### src/design/esc_pkg.sv
// shared types, constants and calendar helpers for the epoch-to-calendar unit
package esc_pkg;

  localparam int EPOCH_W = 32;
  localparam int ZONE_W  = 12;
  localparam int DAYS_W  = 16;

  localparam logic [EPOCH_W-1:0] SECS_PER_DAY  = 32'd86400;
  localparam logic [EPOCH_W-1:0] SECS_PER_HOUR = 32'd3600;
  localparam logic [EPOCH_W-1:0] SECS_PER_MIN  = 32'd60;
  localparam logic [EPOCH_W-1:0] DAYS_PER_WEEK = 32'd7;
  localparam logic [EPOCH_W-1:0] FIRST_WEEKDAY = 32'd4;

  // year offset from 1900 of the first calendar year (1970)
  localparam logic [7:0] FIRST_YEAR_OFS = 8'd70;
  localparam logic [7:0] Y2000_OFS      = 8'd100;
  localparam logic [7:0] Y2100_OFS      = 8'd200;
  localparam logic [7:0] Y1900_OFS      = 8'd0;

  localparam logic [8:0] COMMON_YEAR_DAYS = 9'd365;
  localparam logic [3:0] LAST_MONTH       = 4'd11;
  localparam logic [3:0] FEB_INDEX        = 4'd1;

  localparam logic [4:0] MONTH_DAYS [12] = '{
    5'd31, 5'd28, 5'd31, 5'd30, 5'd31, 5'd30,
    5'd31, 5'd31, 5'd30, 5'd31, 5'd30, 5'd31
  };

  typedef logic signed [ZONE_W-1:0] zone_t;

  typedef struct packed {
    logic [EPOCH_W-1:0] epoch_seconds;
    logic               want_local;
  } in_t;

  typedef struct packed {
    logic [5:0] second_of_minute;
    logic [5:0] minute_of_hour;
    logic [4:0] hour_of_day;
    logic [2:0] week_day;
    logic [7:0] year_since_1900;
    logic [8:0] day_of_year;
    logic [3:0] month_index;
    logic [4:0] day_of_month;
    logic       is_utc;
  } out_t;

  typedef struct packed {
    logic idle;
    logic done;
  } seq_stat_t;

  // gregorian leap rule for years 1900..2155 given as offset from 1900
  function automatic logic leap_year(input logic [7:0] y);
    return (y[1:0] == 2'b00) && (y != Y1900_OFS) && (y != Y2100_OFS);
  endfunction

  function automatic logic [8:0] year_len(input logic [7:0] y);
    return COMMON_YEAR_DAYS + {8'd0, leap_year(y)};
  endfunction

  function automatic logic [4:0] month_len(input logic lp, input logic [3:0] m);
    return MONTH_DAYS[m] + {4'd0, (lp && (m == FEB_INDEX))};
  endfunction

endpackage

### src/design/esc_chan_if.sv
// valid/ready channel carrying one payload beat
interface esc_chan_if #(parameter type payload_t = logic);
  logic     valid;
  logic     ready;
  payload_t data;

  modport source (output valid, output data, input ready);
  modport sink (input valid, input data, output ready);
endinterface

### src/design/epoch_seconds_to_calendar_unit.sv
// top level of the epoch-seconds to calendar-date converter
//
//   channel   dir   payload                               beat when
//   cfg       in    zone_minutes_east (12b signed)        cfg.valid & cfg.ready
//   stamp     in    epoch_seconds, want_local             stamp.valid & stamp.ready
//   cal       out   broken-down date and time, is_utc     cal.valid & cal.ready
//
// a stamp runs from accept to result through 16 day-division steps, 5 hour,
// 6 minute and 13 weekday steps, one step per whole year past 1970 plus a
// closing one, one per whole month plus a closing one, and a hand-off state,
// all on one shared 32-bit subtract/compare unit; the next stamp goes in once the sequencer is idle again
// stamp is not ready while a conversion runs; a finished result moves into
// the output register, so a new stamp is taken while cal still stalls
// rst is synchronous and clears the sequencer, output valid and zone to 0
// cfg is always ready and should only be written while the unit is idle
module epoch_seconds_to_calendar_unit
  import esc_pkg::*;
(
  input logic        clk,
  input logic        rst,
  esc_chan_if.sink   cfg,
  esc_chan_if.sink   stamp,
  esc_chan_if.source cal
);

  // zone offset register, written from the config channel
  zone_t zone;

  // sequencer handshake
  seq_stat_t stat;
  out_t      res;
  logic      start;
  logic      res_take;

  // output register
  logic out_valid;
  out_t out_data;

  assign cfg.ready = 1'b1;

  always_ff @(posedge clk) begin
    if (rst) begin
      zone <= '0;
    end else if (cfg.valid) begin
      zone <= cfg.data;
    end
  end

  // take a stamp only while the sequencer is idle
  assign stamp.ready = stat.idle && !rst;
  assign start       = stamp.valid && stamp.ready;

  esc_seq u_seq (
    .clk        (clk),
    .rst        (rst),
    .start      (start),
    .start_item (stamp.data),
    .zone       (zone),
    .res_take   (res_take),
    .stat       (stat),
    .res        (res)
  );

  // finished result moves over when the output register is free or draining
  assign res_take = stat.done && (!out_valid || cal.ready);

  always_ff @(posedge clk) begin
    if (rst) begin
      out_valid <= 1'b0;
    end else if (res_take) begin
      out_valid <= 1'b1;
    end else if (cal.ready) begin
      out_valid <= 1'b0;
    end
  end

  always_ff @(posedge clk) begin
    if (res_take) begin
      out_data <= res;
    end
  end

  assign cal.valid = out_valid;
  assign cal.data  = out_data;

endmodule

### src/design/esc_sub_unit.sv
// shared subtract and compare unit
module esc_sub_unit
  import esc_pkg::*;
(
  input  logic [EPOCH_W-1:0] a,
  input  logic [EPOCH_W-1:0] b,
  output logic [EPOCH_W-1:0] diff,
  output logic               ge
);

  logic [EPOCH_W:0] wide;

  assign wide = {1'b0, a} - {1'b0, b};
  assign diff = wide[EPOCH_W-1:0];
  assign ge   = ~wide[EPOCH_W];

endmodule

### src/design/esc_seq.sv
// sequencer driving the shared subtract unit through division and peeling phases
module esc_seq
  import esc_pkg::*;
(
  input  logic      clk,
  input  logic      rst,
  input  logic      start,
  input  in_t       start_item,
  input  zone_t     zone,
  input  logic      res_take,
  output seq_stat_t stat,
  output out_t      res
);

  localparam logic [2:0] ST_IDLE  = 3'd0;
  localparam logic [2:0] ST_DAY   = 3'd1;
  localparam logic [2:0] ST_HOUR  = 3'd2;
  localparam logic [2:0] ST_MIN   = 3'd3;
  localparam logic [2:0] ST_WDAY  = 3'd4;
  localparam logic [2:0] ST_YEAR  = 3'd5;
  localparam logic [2:0] ST_MONTH = 3'd6;
  localparam logic [2:0] ST_DONE  = 3'd7;

  logic [2:0]         state, state_next;
  logic [3:0]         cnt, cnt_next;
  logic [EPOCH_W-1:0] rem;
  logic [DAYS_W-1:0]  quot;
  logic [DAYS_W-1:0]  days;

  logic [EPOCH_W-1:0] sub_b, diff;
  logic               ge;
  logic [EPOCH_W-1:0] rem_step;
  logic [DAYS_W-1:0]  quot_step;
  logic [EPOCH_W-1:0] zone_ext, zone_secs, t_start;

  esc_sub_unit u_sub (
    .a    (rem),
    .b    (sub_b),
    .diff (diff),
    .ge   (ge)
  );

  // zone minutes times sixty, wrapping at 32 bits
  assign zone_ext  = {{(EPOCH_W-ZONE_W){zone[ZONE_W-1]}}, zone};
  assign zone_secs = (zone_ext << 6) - (zone_ext << 2);
  assign t_start   = start_item.epoch_seconds + (start_item.want_local ? zone_secs : '0);

  always_comb begin
    unique case (state)
      ST_DAY:   sub_b = SECS_PER_DAY << cnt;
      ST_HOUR:  sub_b = SECS_PER_HOUR << cnt;
      ST_MIN:   sub_b = SECS_PER_MIN << cnt;
      ST_WDAY:  sub_b = DAYS_PER_WEEK << cnt;
      ST_YEAR:  sub_b = {23'd0, year_len(res.year_since_1900)};
      ST_MONTH: sub_b = {27'd0, month_len(leap_year(res.year_since_1900), res.month_index)};
      default:  sub_b = '0;
    endcase
  end

  // one restoring division step
  assign rem_step  = ge ? diff : rem;
  assign quot_step = quot | (ge ? (DAYS_W'(1) << cnt) : '0);

  always_comb begin
    state_next = state;
    cnt_next   = cnt;
    unique case (state)
      ST_IDLE: begin
        if (start) begin
          state_next = ST_DAY;
          cnt_next   = 4'd15;
        end
      end
      ST_DAY: begin
        cnt_next = cnt - 4'd1;
        if (cnt == 4'd0) begin
          state_next = ST_HOUR;
          cnt_next   = 4'd4;
        end
      end
      ST_HOUR: begin
        cnt_next = cnt - 4'd1;
        if (cnt == 4'd0) begin
          state_next = ST_MIN;
          cnt_next   = 4'd5;
        end
      end
      ST_MIN: begin
        cnt_next = cnt - 4'd1;
        if (cnt == 4'd0) begin
          state_next = ST_WDAY;
          cnt_next   = 4'd12;
        end
      end
      ST_WDAY: begin
        cnt_next = cnt - 4'd1;
        if (cnt == 4'd0) begin
          state_next = ST_YEAR;
        end
      end
      ST_YEAR: begin
        if (!ge) begin
          state_next = ST_MONTH;
        end
      end
      ST_MONTH: begin
        if (!ge || res.month_index == LAST_MONTH) begin
          state_next = ST_DONE;
        end
      end
      ST_DONE: begin
        if (res_take) begin
          state_next = ST_IDLE;
        end
      end
      default: state_next = ST_IDLE;
    endcase
  end

  always_ff @(posedge clk) begin
    if (rst) begin
      state <= ST_IDLE;
      cnt   <= '0;
    end else begin
      state <= state_next;
      cnt   <= cnt_next;
    end
  end

  always_ff @(posedge clk) begin
    case (state)
      ST_IDLE: begin
        if (start) begin
          rem        <= t_start;
          quot       <= '0;
          res.is_utc <= ~start_item.want_local;
        end
      end
      ST_DAY: begin
        rem <= rem_step;
        if (cnt == 4'd0) begin
          days <= quot_step;
          quot <= '0;
        end else begin
          quot <= quot_step;
        end
      end
      ST_HOUR: begin
        rem <= rem_step;
        if (cnt == 4'd0) begin
          res.hour_of_day <= quot_step[4:0];
          quot            <= '0;
        end else begin
          quot <= quot_step;
        end
      end
      ST_MIN: begin
        if (cnt == 4'd0) begin
          res.minute_of_hour   <= quot_step[5:0];
          res.second_of_minute <= rem_step[5:0];
          rem                  <= {16'd0, days} + FIRST_WEEKDAY;
          quot                 <= '0;
        end else begin
          rem  <= rem_step;
          quot <= quot_step;
        end
      end
      ST_WDAY: begin
        if (cnt == 4'd0) begin
          res.week_day        <= rem_step[2:0];
          rem                 <= {16'd0, days};
          res.year_since_1900 <= FIRST_YEAR_OFS;
        end else begin
          rem  <= rem_step;
          quot <= quot_step;
        end
      end
      ST_YEAR: begin
        if (ge) begin
          rem                 <= diff;
          res.year_since_1900 <= res.year_since_1900 + 8'd1;
        end else begin
          res.day_of_year <= rem[8:0];
          res.month_index <= '0;
        end
      end
      ST_MONTH: begin
        if (ge && res.month_index != LAST_MONTH) begin
          rem             <= diff;
          res.month_index <= res.month_index + 4'd1;
        end else begin
          res.day_of_month <= rem[4:0] + 5'd1;
        end
      end
      default: begin
      end
    endcase
  end

  assign stat.idle = (state == ST_IDLE);
  assign stat.done = (state == ST_DONE);

endmodule

### src/flat_wrapper.sv
// flat-port wrapper written by rule: the top's interface ports become plain ports
module epoch_seconds_to_calendar_unit_flat import esc_pkg::*;
  (clk, rst, cfg_valid, cfg_data, cfg_ready, stamp_valid, stamp_data, stamp_ready, cal_valid, cal_data, cal_ready);
  esc_chan_if cfg_i ();
  esc_chan_if stamp_i ();
  esc_chan_if cal_i ();
  input logic clk;
  input logic rst;
  input wire logic [$bits(cfg_i.valid)-1:0] cfg_valid;
  input wire logic [$bits(cfg_i.data)-1:0] cfg_data;
  output wire logic [$bits(cfg_i.ready)-1:0] cfg_ready;
  input wire logic [$bits(stamp_i.valid)-1:0] stamp_valid;
  input wire logic [$bits(stamp_i.data)-1:0] stamp_data;
  output wire logic [$bits(stamp_i.ready)-1:0] stamp_ready;
  output wire logic [$bits(cal_i.valid)-1:0] cal_valid;
  output wire logic [$bits(cal_i.data)-1:0] cal_data;
  input wire logic [$bits(cal_i.ready)-1:0] cal_ready;
  assign cfg_i.valid = cfg_valid;
  assign cfg_i.data = cfg_data;
  assign cfg_ready = cfg_i.ready;
  assign stamp_i.valid = stamp_valid;
  assign stamp_i.data = stamp_data;
  assign stamp_ready = stamp_i.ready;
  assign cal_valid = cal_i.valid;
  assign cal_data = cal_i.data;
  assign cal_i.ready = cal_ready;
  epoch_seconds_to_calendar_unit u_core (.clk(clk), .rst(rst), .cfg(cfg_i), .stamp(stamp_i), .cal(cal_i));
endmodule
### config.mk
export PLATFORM = sky130hd
export DESIGN_NAME = epoch_seconds_to_calendar_unit_flat
export DESIGN_NICKNAME = d
export VERILOG_FILES = /design/src/design/esc_pkg.sv /design/src/design/esc_chan_if.sv /design/src/design/epoch_seconds_to_calendar_unit.sv /design/src/design/esc_sub_unit.sv /design/src/design/esc_seq.sv /design/src/flat_wrapper.sv
export SDC_FILE = /design/constraint.sdc
export NUM_CORES = 1
export LEC_CHECK = 0
export BUFFER_PORTS_ARGS = -buffer_cell sky130_fd_sc_hd__buf_4
export CAP_MARGIN = 10
export CORE_MARGIN = 2
export CORE_UTILIZATION = 58
export CTS_CLUSTER_SIZE = 14
export DETAILED_ROUTE_END_ITERATION = 10
export PLACE_DENSITY_LB_ADDON = 0.1
export SYNTH_ARGS = -nofsm -noshare
export SYNTH_HDL_FRONTEND = slang
export SYNTH_SLANG_ARGS = --single-unit
### constraint.sdc
create_clock -name clk -period 7.1 [get_ports clk]
set_input_delay 0.71 -clock clk [delete_from_list [all_inputs] [get_ports clk]]
set_output_delay 0.71 -clock clk [all_outputs]
set_load 0.01 [all_outputs]
==> summary.txt, run 1 <==
Status: completed
RSZ-0062 raised after global routing: no
Initial Util: 0.593
Antenna viol nets, final: 0
Post-Syn Instances: 867
CTS clock-pin slew for the worst setup and hold paths: 0.07 ns
Die Area: 13800 um^2
Syn-to-layout area delta: 6.12%
HPWL Detailed: 16200 um
Clk sinks: 87
Yosys synthesis warning count: 0
Flops & latches, synth: 87
Final non-filler cell total: 1024
Largest stage delay on the critical path: 0.89 ns
Share of the synthesized area in the top cell type: 0.313
Flop-to-flop setup slack: 0.91 ns
Clk_lat worst skew: 0.36 ns
Final WS setup: 0.912 ns
Root Driver: clkbuf_16
Num rows: 41
Critical Path, Cell by Cell: mux2_2 -> nor3_1 -> a21oi_1 -> a21oi_1 -> or2_2 -> o211ai_1 -> ha_1 -> a21oi_1 -> o21ai_0 -> a221oi_2 -> o21ai_2 -> o211ai_4 -> nand3_4 -> nor2_1 -> a22o_1
Maxcap violations: 0
Die X: 118 um
Metal2 WL: 9670 um
Final Hold Viols: 0
DRT Pass-1 Iters: 7
Post-synth EDFFs: 78
Sequential-to-total area share from yosys stat: 0.337
Hold depth: 0
Period utilization: 0.872
Setup TNS: 0 ns
Synth top cells by count: nand2_1 (86), edfxtp_1 (78), a21oi_1 (76)
Reg2reg end: u_core.u_seq.rem[20]$_DFFE_PP_
Initial antenna violation count: 0
Tightest Hold Check Type: reg -> reg
Vias in the first global route: 6430
Min-delay src: u_core.u_seq.res[0]$_DFFE_PP_
Arrival time at the worst endpoint: 6.42 ns
Met3 wire length: 2220 um
Worst Path Required: 7.33 ns
Worst path most repeated cell: a21oi_1
Highest Signal Layer: met4
Grt ovf: 0
Hold Crit Endpoint: u_core.cal.data$_DFFE_PP_
Post-CTS setup repair buffer count: 0
Clock Path Buffers: 2
CTS hold repair buffers: 0
Final GP Congestion: 0.978
Crit path max fanout: 32
Port Buf Inserts: 9
H-tree depth: 3
Top_reg_cell synth: edfxtp_1
Layout cell share with drive strength beyond 1: 0.0739
Dpl ws: 1.14 ns
Clock skew: 0.00587 ns
Number of buffers created by CTS: 9
Inst Count DP: 1007
Max-Slew Margin vs Limit: 0.363
Worst slew pin tran: 0.956 ns
N_diodes: 0
Endpoint class of the critical path: register
Unique masters post-synth: 80
Gr usage total: 0.320
Met1 WL: 9810 um
Synthesized area: 7480 um^2
Final worst path period need: 6.19 ns
Mapped Avg Cell Area: 8.63 um^2
Top area cells in the synthesized netlist: edfxtp_1 (31%), ha_1 (8.5%), a21oi_1 (5.1%)
Syn nets: 926
Post-synth ARST share: 0
Total Wirelength: 22200 um
DR DRC count: 0
Largest net degree at the start of global routing: 33
Slowest cell on the critical path: nor2_1
Crit Path Class: reg -> reg
Final hold slack: 0.429 ns
NumNets Final: 906
I/O pins: 11
Die height: 118 um
Reg2reg start: u_core.u_seq.state[2]$_SDFFE_PP0P_
Worst r2r path cells: 15
# resized after CTS: 0
Vias/cell: 6.83
Most numerous cell in the Yosys netlist: nand2_1
Element type at the critical path start: register
Fmax: 162 MHz
WL/cell: 21.7 um
Core Box Area: 12600 um^2
Setup-failing EPs final: 0
Vias: 6994
Fillers: 1121
First-pass GRT wire length: 35100 um
CTS tree: built
Iteration-0 DRC Markers: 1215
Post-synth top area cell: edfxtp_1
Max-slew violations: 0
worst max path at each step:
stage / start / to
floorplan: u_core.u_seq.state[0]$_SDFFE_PP0P_ / u_core.u_seq.rem[0]$_DFFE_PP_
global placement: u_core.u_seq.state[2]$_SDFFE_PP0P_ / u_core.u_seq.rem[24]$_DFFE_PP_
detailed placement: u_core.u_seq.state[2]$_SDFFE_PP0P_ / u_core.u_seq.rem[29]$_DFFE_PP_
CTS: u_core.u_seq.state[2]$_SDFFE_PP0P_ / u_core.u_seq.rem[23]$_DFFE_PP_
global route: u_core.u_seq.state[2]$_SDFFE_PP0P_ / u_core.u_seq.rem[23]$_DFFE_PP_
finish: u_core.u_seq.state[2]$_SDFFE_PP0P_ / u_core.u_seq.rem[20]$_DFFE_PP_
worst max-delay path: cells and delay by family, from the launching register on:
kind / cells / cell delay, ns
compound gates: 9 / 2.05
simple gates: 4 / 2.25
mux: 1 / 0.55
flops: 1 / 0.77
fa+ha+maj: 1 / 0.40
per-layer routing:
layer / global-route usage / vias to the layer above
li1: - / 3265
met1: 0.454 / 3354
met2: 0.480 / 336
met3: 0.0848 / 39
met4: 0.0941 / 0
met5: 0 / -
layout make-up:
cell class	instances	area (um^2)	area share
multi-input cells	709	4680	0.589
inverters	21	78.8	0.00992
flip-flops and latches	87	2520	0.318
clock inverters	6	63.8	0.00803
repair buffers	19	146	0.0184
well taps	172	215	0.0271
clock buffers	10	239	0.0301
registers in the layout, summed over array words and instances, names as in the netlist:
| register | flops |
|---|---|
| u_core.u_seq.cnt | 4 |
| u_core.cal.data | 1 |
| u_core.zone | 1 |
| u_core.u_seq.quot | 16 |
| u_core.u_seq.rem | 32 |
| u_core.u_seq.res | 13 |
| u_core.u_seq.state | 3 |
| u_core.cal.valid | 1 |
| u_core.u_seq.days | 16 |
per-stage QoR:
| stage | util | area, um^2 |
|---|---|---|
| 6_report | 0.629 | 7940 |
| 3_5_place_dp | 0.605 | 7630 |
| 5_1_grt | 0.629 | 7940 |
| 4_1_cts | 0.628 | 7930 |
| 3_3_place_gp | 0.605 | 7630 |
| 2_1_floorplan | - | 7480 |
logic make-up (layout without fill, tap and decap cells):
group                      after synthesis  in the layout  share of synthesized area
other                                    1              1                   0.000501
xor gates and xnor gates                31             31                     0.0363
and+or+nand+nor                        301            301                      0.197
AOI/OAI and AO/OA                      314            314                      0.287
adders and majority gates               52             52                     0.0879
muxes                                   10             10                     0.0140
buffers and inverters                   71             56                     0.0400
DFF                                     87             87                      0.337
layout by cell type, fill, tap and decap left out, types with 7 or more instances in the layout:
cell / netlist / routed
a21o_1: 17 / 17
o211ai_1: 19 / 19
a31o_2: 7 / 7
o21ai_0: 54 / 54
xnor2_1: 13 / 13
buf_4: 2 / 18
o31ai_1: 11 / 11
a22o_1: 13 / 13
a21oi_1: 76 / 76
a31o_1: 11 / 11
edfxtp_1: 78 / 78
clkbuf_16: 0 / 9
nand2b_1: 11 / 11
inv_1: 19 / 19
or3_1: 7 / 7
o21a_1: 8 / 8
nand2_1: 86 / 86
dfxtp_1: 9 / 9
nand4_1: 12 / 12
nand3_1: 23 / 23
and3_1: 18 / 18
nor3_1: 17 / 17
nor2b_1: 23 / 23
nor2_1: 75 / 75
xor2_1: 18 / 18
a31oi_1: 19 / 19
ha_1: 51 / 51
Power of run 1 is not shown: default switching activity piles up to over one toggle a cycle in this logic, so the estimate is an artifact.
==> inputs of run 2 (changes only) <==
--- a/config.mk
+++ b/config.mk
@@ -12,6 +12,8 @@
 export CTS_CLUSTER_SIZE = 14
 export DETAILED_ROUTE_END_ITERATION = 10
 export PLACE_DENSITY_LB_ADDON = 0.1
+export RECOVER_POWER = 100
+export SETUP_SLACK_MARGIN = 0.5
 export SYNTH_ARGS = -nofsm -noshare
 export SYNTH_HDL_FRONTEND = slang
 export SYNTH_SLANG_ARGS = --single-unit
==> run 2 against run 1 <==
- routed wire length down 0.12%
- clock-buffer cell count did not move
- setup slack got worse by 0.33 ns
- via count grew 0.24%
- register-to-register slack lost 0.33 ns
- die area did not move
- critical path depth unchanged
- first-iteration DRC count increased by 2.0%
- final area fell by 0.60%
- final cell count unchanged
==> summary.txt, run 2 (synthesis results as in run 1) <==
CTS hold repair buffers: 0 (unchanged)
Root Driver: clkbuf_16 (unchanged)
Port Buf Inserts: 9 (unchanged)
Post-CTS setup repair buffer count: 0 (unchanged)
Vias in the first global route: 6430 (unchanged)
Commonest non-fill, non-tap cell in the layout: nand2_1 (unchanged)
RSZ-0062 raised after global routing: no (unchanged)
Clock skew: 0.00669 ns (was 0.00587 ns)
Clk sinks: 87 (unchanged)
Iteration-0 DRC Markers: 1239 (was 1215)
WL/cell: 21.7 um (about the same)
Initial Util: 0.593 (unchanged)
Tightest Hold Check Type: reg -> reg (unchanged)
DR DRC count: 0 (unchanged)
Grt ovf: 0 (unchanged)
First-pass GRT wire length: 35100 um (unchanged)
HPWL Detailed: 16200 um (unchanged)
Endpoint class of the critical path: register (unchanged)
Antenna viol nets, final: 0 (unchanged)
Crit Path Class: reg -> reg (unchanged)
Vias/cell: 6.85 (was 6.83)
Max-slew violations: 0 (unchanged)
Number of buffers created by CTS: 9 (unchanged)
Setup TNS: 0 ns (unchanged)
Period utilization: 0.918 (was 0.872)
CTS tree: built (unchanged)
Top reg by flops: u_core.u_seq.rem (unchanged)
Final Hold Viols: 0 (unchanged)
Fillers: 1130 (was 1121)
CTS clock-pin slew for the worst setup and hold paths: 0.07 ns (about the same)
# resized after CTS: 0 (unchanged)
Max-Slew Margin vs Limit: 0.279 (was 0.363)
Core Box Area: 12600 um^2 (unchanged)
Fmax: 153 MHz (was 162 MHz)
Vias: 7011 (was 6994)
DRT Pass-1 Iters: 6 (was 7)
Layout cell share with drive strength beyond 1: 0.0622 (was 0.0739)
Most frequent cells in the layout: nand2_1 (86), edfxtp_1 (78), a21oi_1 (76) (unchanged)
Die X: 118 um (unchanged)
Final GP Congestion: 0.978 (unchanged)
Crit path max fanout: 32 (unchanged)
I/O pins: 11 (unchanged)
Largest regs: u_core.u_seq.rem (32), u_core.u_seq.days (16), u_core.u_seq.quot (16) (unchanged)
Status: completed (unchanged)
Element type at the critical path start: register (unchanged)
Setup-failing EPs final: 0 (unchanged)
Worst Path Required: 7.33 ns (about the same)
Largest register FFs: 32 (unchanged)
Largest net degree at the start of global routing: 33 (unchanged)
N_diodes: 0 (unchanged)
Die Area: 13800 um^2 (unchanged)
Final worst path period need: 6.52 ns (was 6.19 ns)
Initial antenna violation count: 0 (unchanged)
Total Wirelength: 22200 um (about the same)
Clock Path Buffers: 2 (unchanged)
Num rows: 41 (unchanged)
H-tree depth: 3 (unchanged)
Worst slew pin tran: 1.08 ns (was 0.956 ns)
Maxcap violations: 0 (unchanged)
Die height: 118 um (unchanged)
Clk_lat worst skew: 0.36 ns (about the same)
Syn-to-layout area delta: 5.48% (was 6.12%)
Gr usage total: 0.320 (unchanged)
Arrival time at the worst endpoint: 6.74 ns (was 6.42 ns)
NumNets Final: 906 (unchanged)
run 2: cell count changes in the layout (fill, tap and decap cells not counted), sizes merged:
| cell | delta |
|---|---|
| buf | -7 |
| clkbuf | +7 |
run 2: worst paths after layout:
path	startpoint	to	slack, ns	cells after the start
worst max-delay path	u_core.u_seq.state[2]$_SDFFE_PP0P_	u_core.u_seq.rem[20]$_DFFE_PP_	0.58	15
worst min-delay path	u_core.u_seq.res[0]$_DFFE_PP_	u_core.cal.data$_DFFE_PP_	0.43	0
worst min register to register	u_core.u_seq.res[0]$_DFFE_PP_	u_core.cal.data$_DFFE_PP_	0.43	0
worst max register to register	u_core.u_seq.state[2]$_SDFFE_PP0P_	u_core.u_seq.rem[20]$_DFFE_PP_	0.58	15
run 2: layout make-up:
cell class                 instances  area [um^2]  share of cell area
clock inverter                     6         63.8             0.00808
timing repair buffer              19          120              0.0152
multi-input combinational        709         4660               0.590
sequential                        87         2520               0.319
tap                              172          215              0.0273
inverter                          21         78.8             0.00998
clock buffer                      10          239              0.0303
run 2: worst max-delay path: stages, from the launching register on:
cell	delay [ns]
dfxtp_1	0.75
mux2_1	0.62
nor3_1	0.79
a21oi_1	0.21
a21oi_1	0.25
or2_2	0.14
o211ai_1	0.09
ha_1	0.40
a21oi_1	0.17
o21ai_0	0.18
a221oi_1	0.32
o21ai_0	0.35
o211ai_4	0.46
nand3_4	0.47
nor2_1	0.90
a22o_1	0.27
run 2: per-stage QoR:
| step | cells | hold slack [ns] | area (um^2) | utilization | worst slack [ns] |
|---|---|---|---|---|---|
| finish | 1024 | 0.432 | 7900 | 0.626 | 0.584 |
| global route | 1024 | 0.442 | 7900 | 0.626 | 0.320 |
| CTS | 1023 | 0.426 | 7930 | 0.628 | 1.11 |
| detailed placement | 1007 | 0.409 | 7630 | 0.605 | 1.14 |
| global placement | 1007 | 0.402 | 7630 | 0.605 | 1.42 |
| floorplan | 867 | 0.400 | 7480 | - | 1.14 |
run 2: metal layers:
layer | GRT usage | routed length [um]
met1 | 0.454 | 9630
met5 | 0 | 0
met2 | 0.480 | 9700
met3 | 0.0848 | 2370
met4 | 0.0941 | 498
Power of run 2 is left out for the same reason.
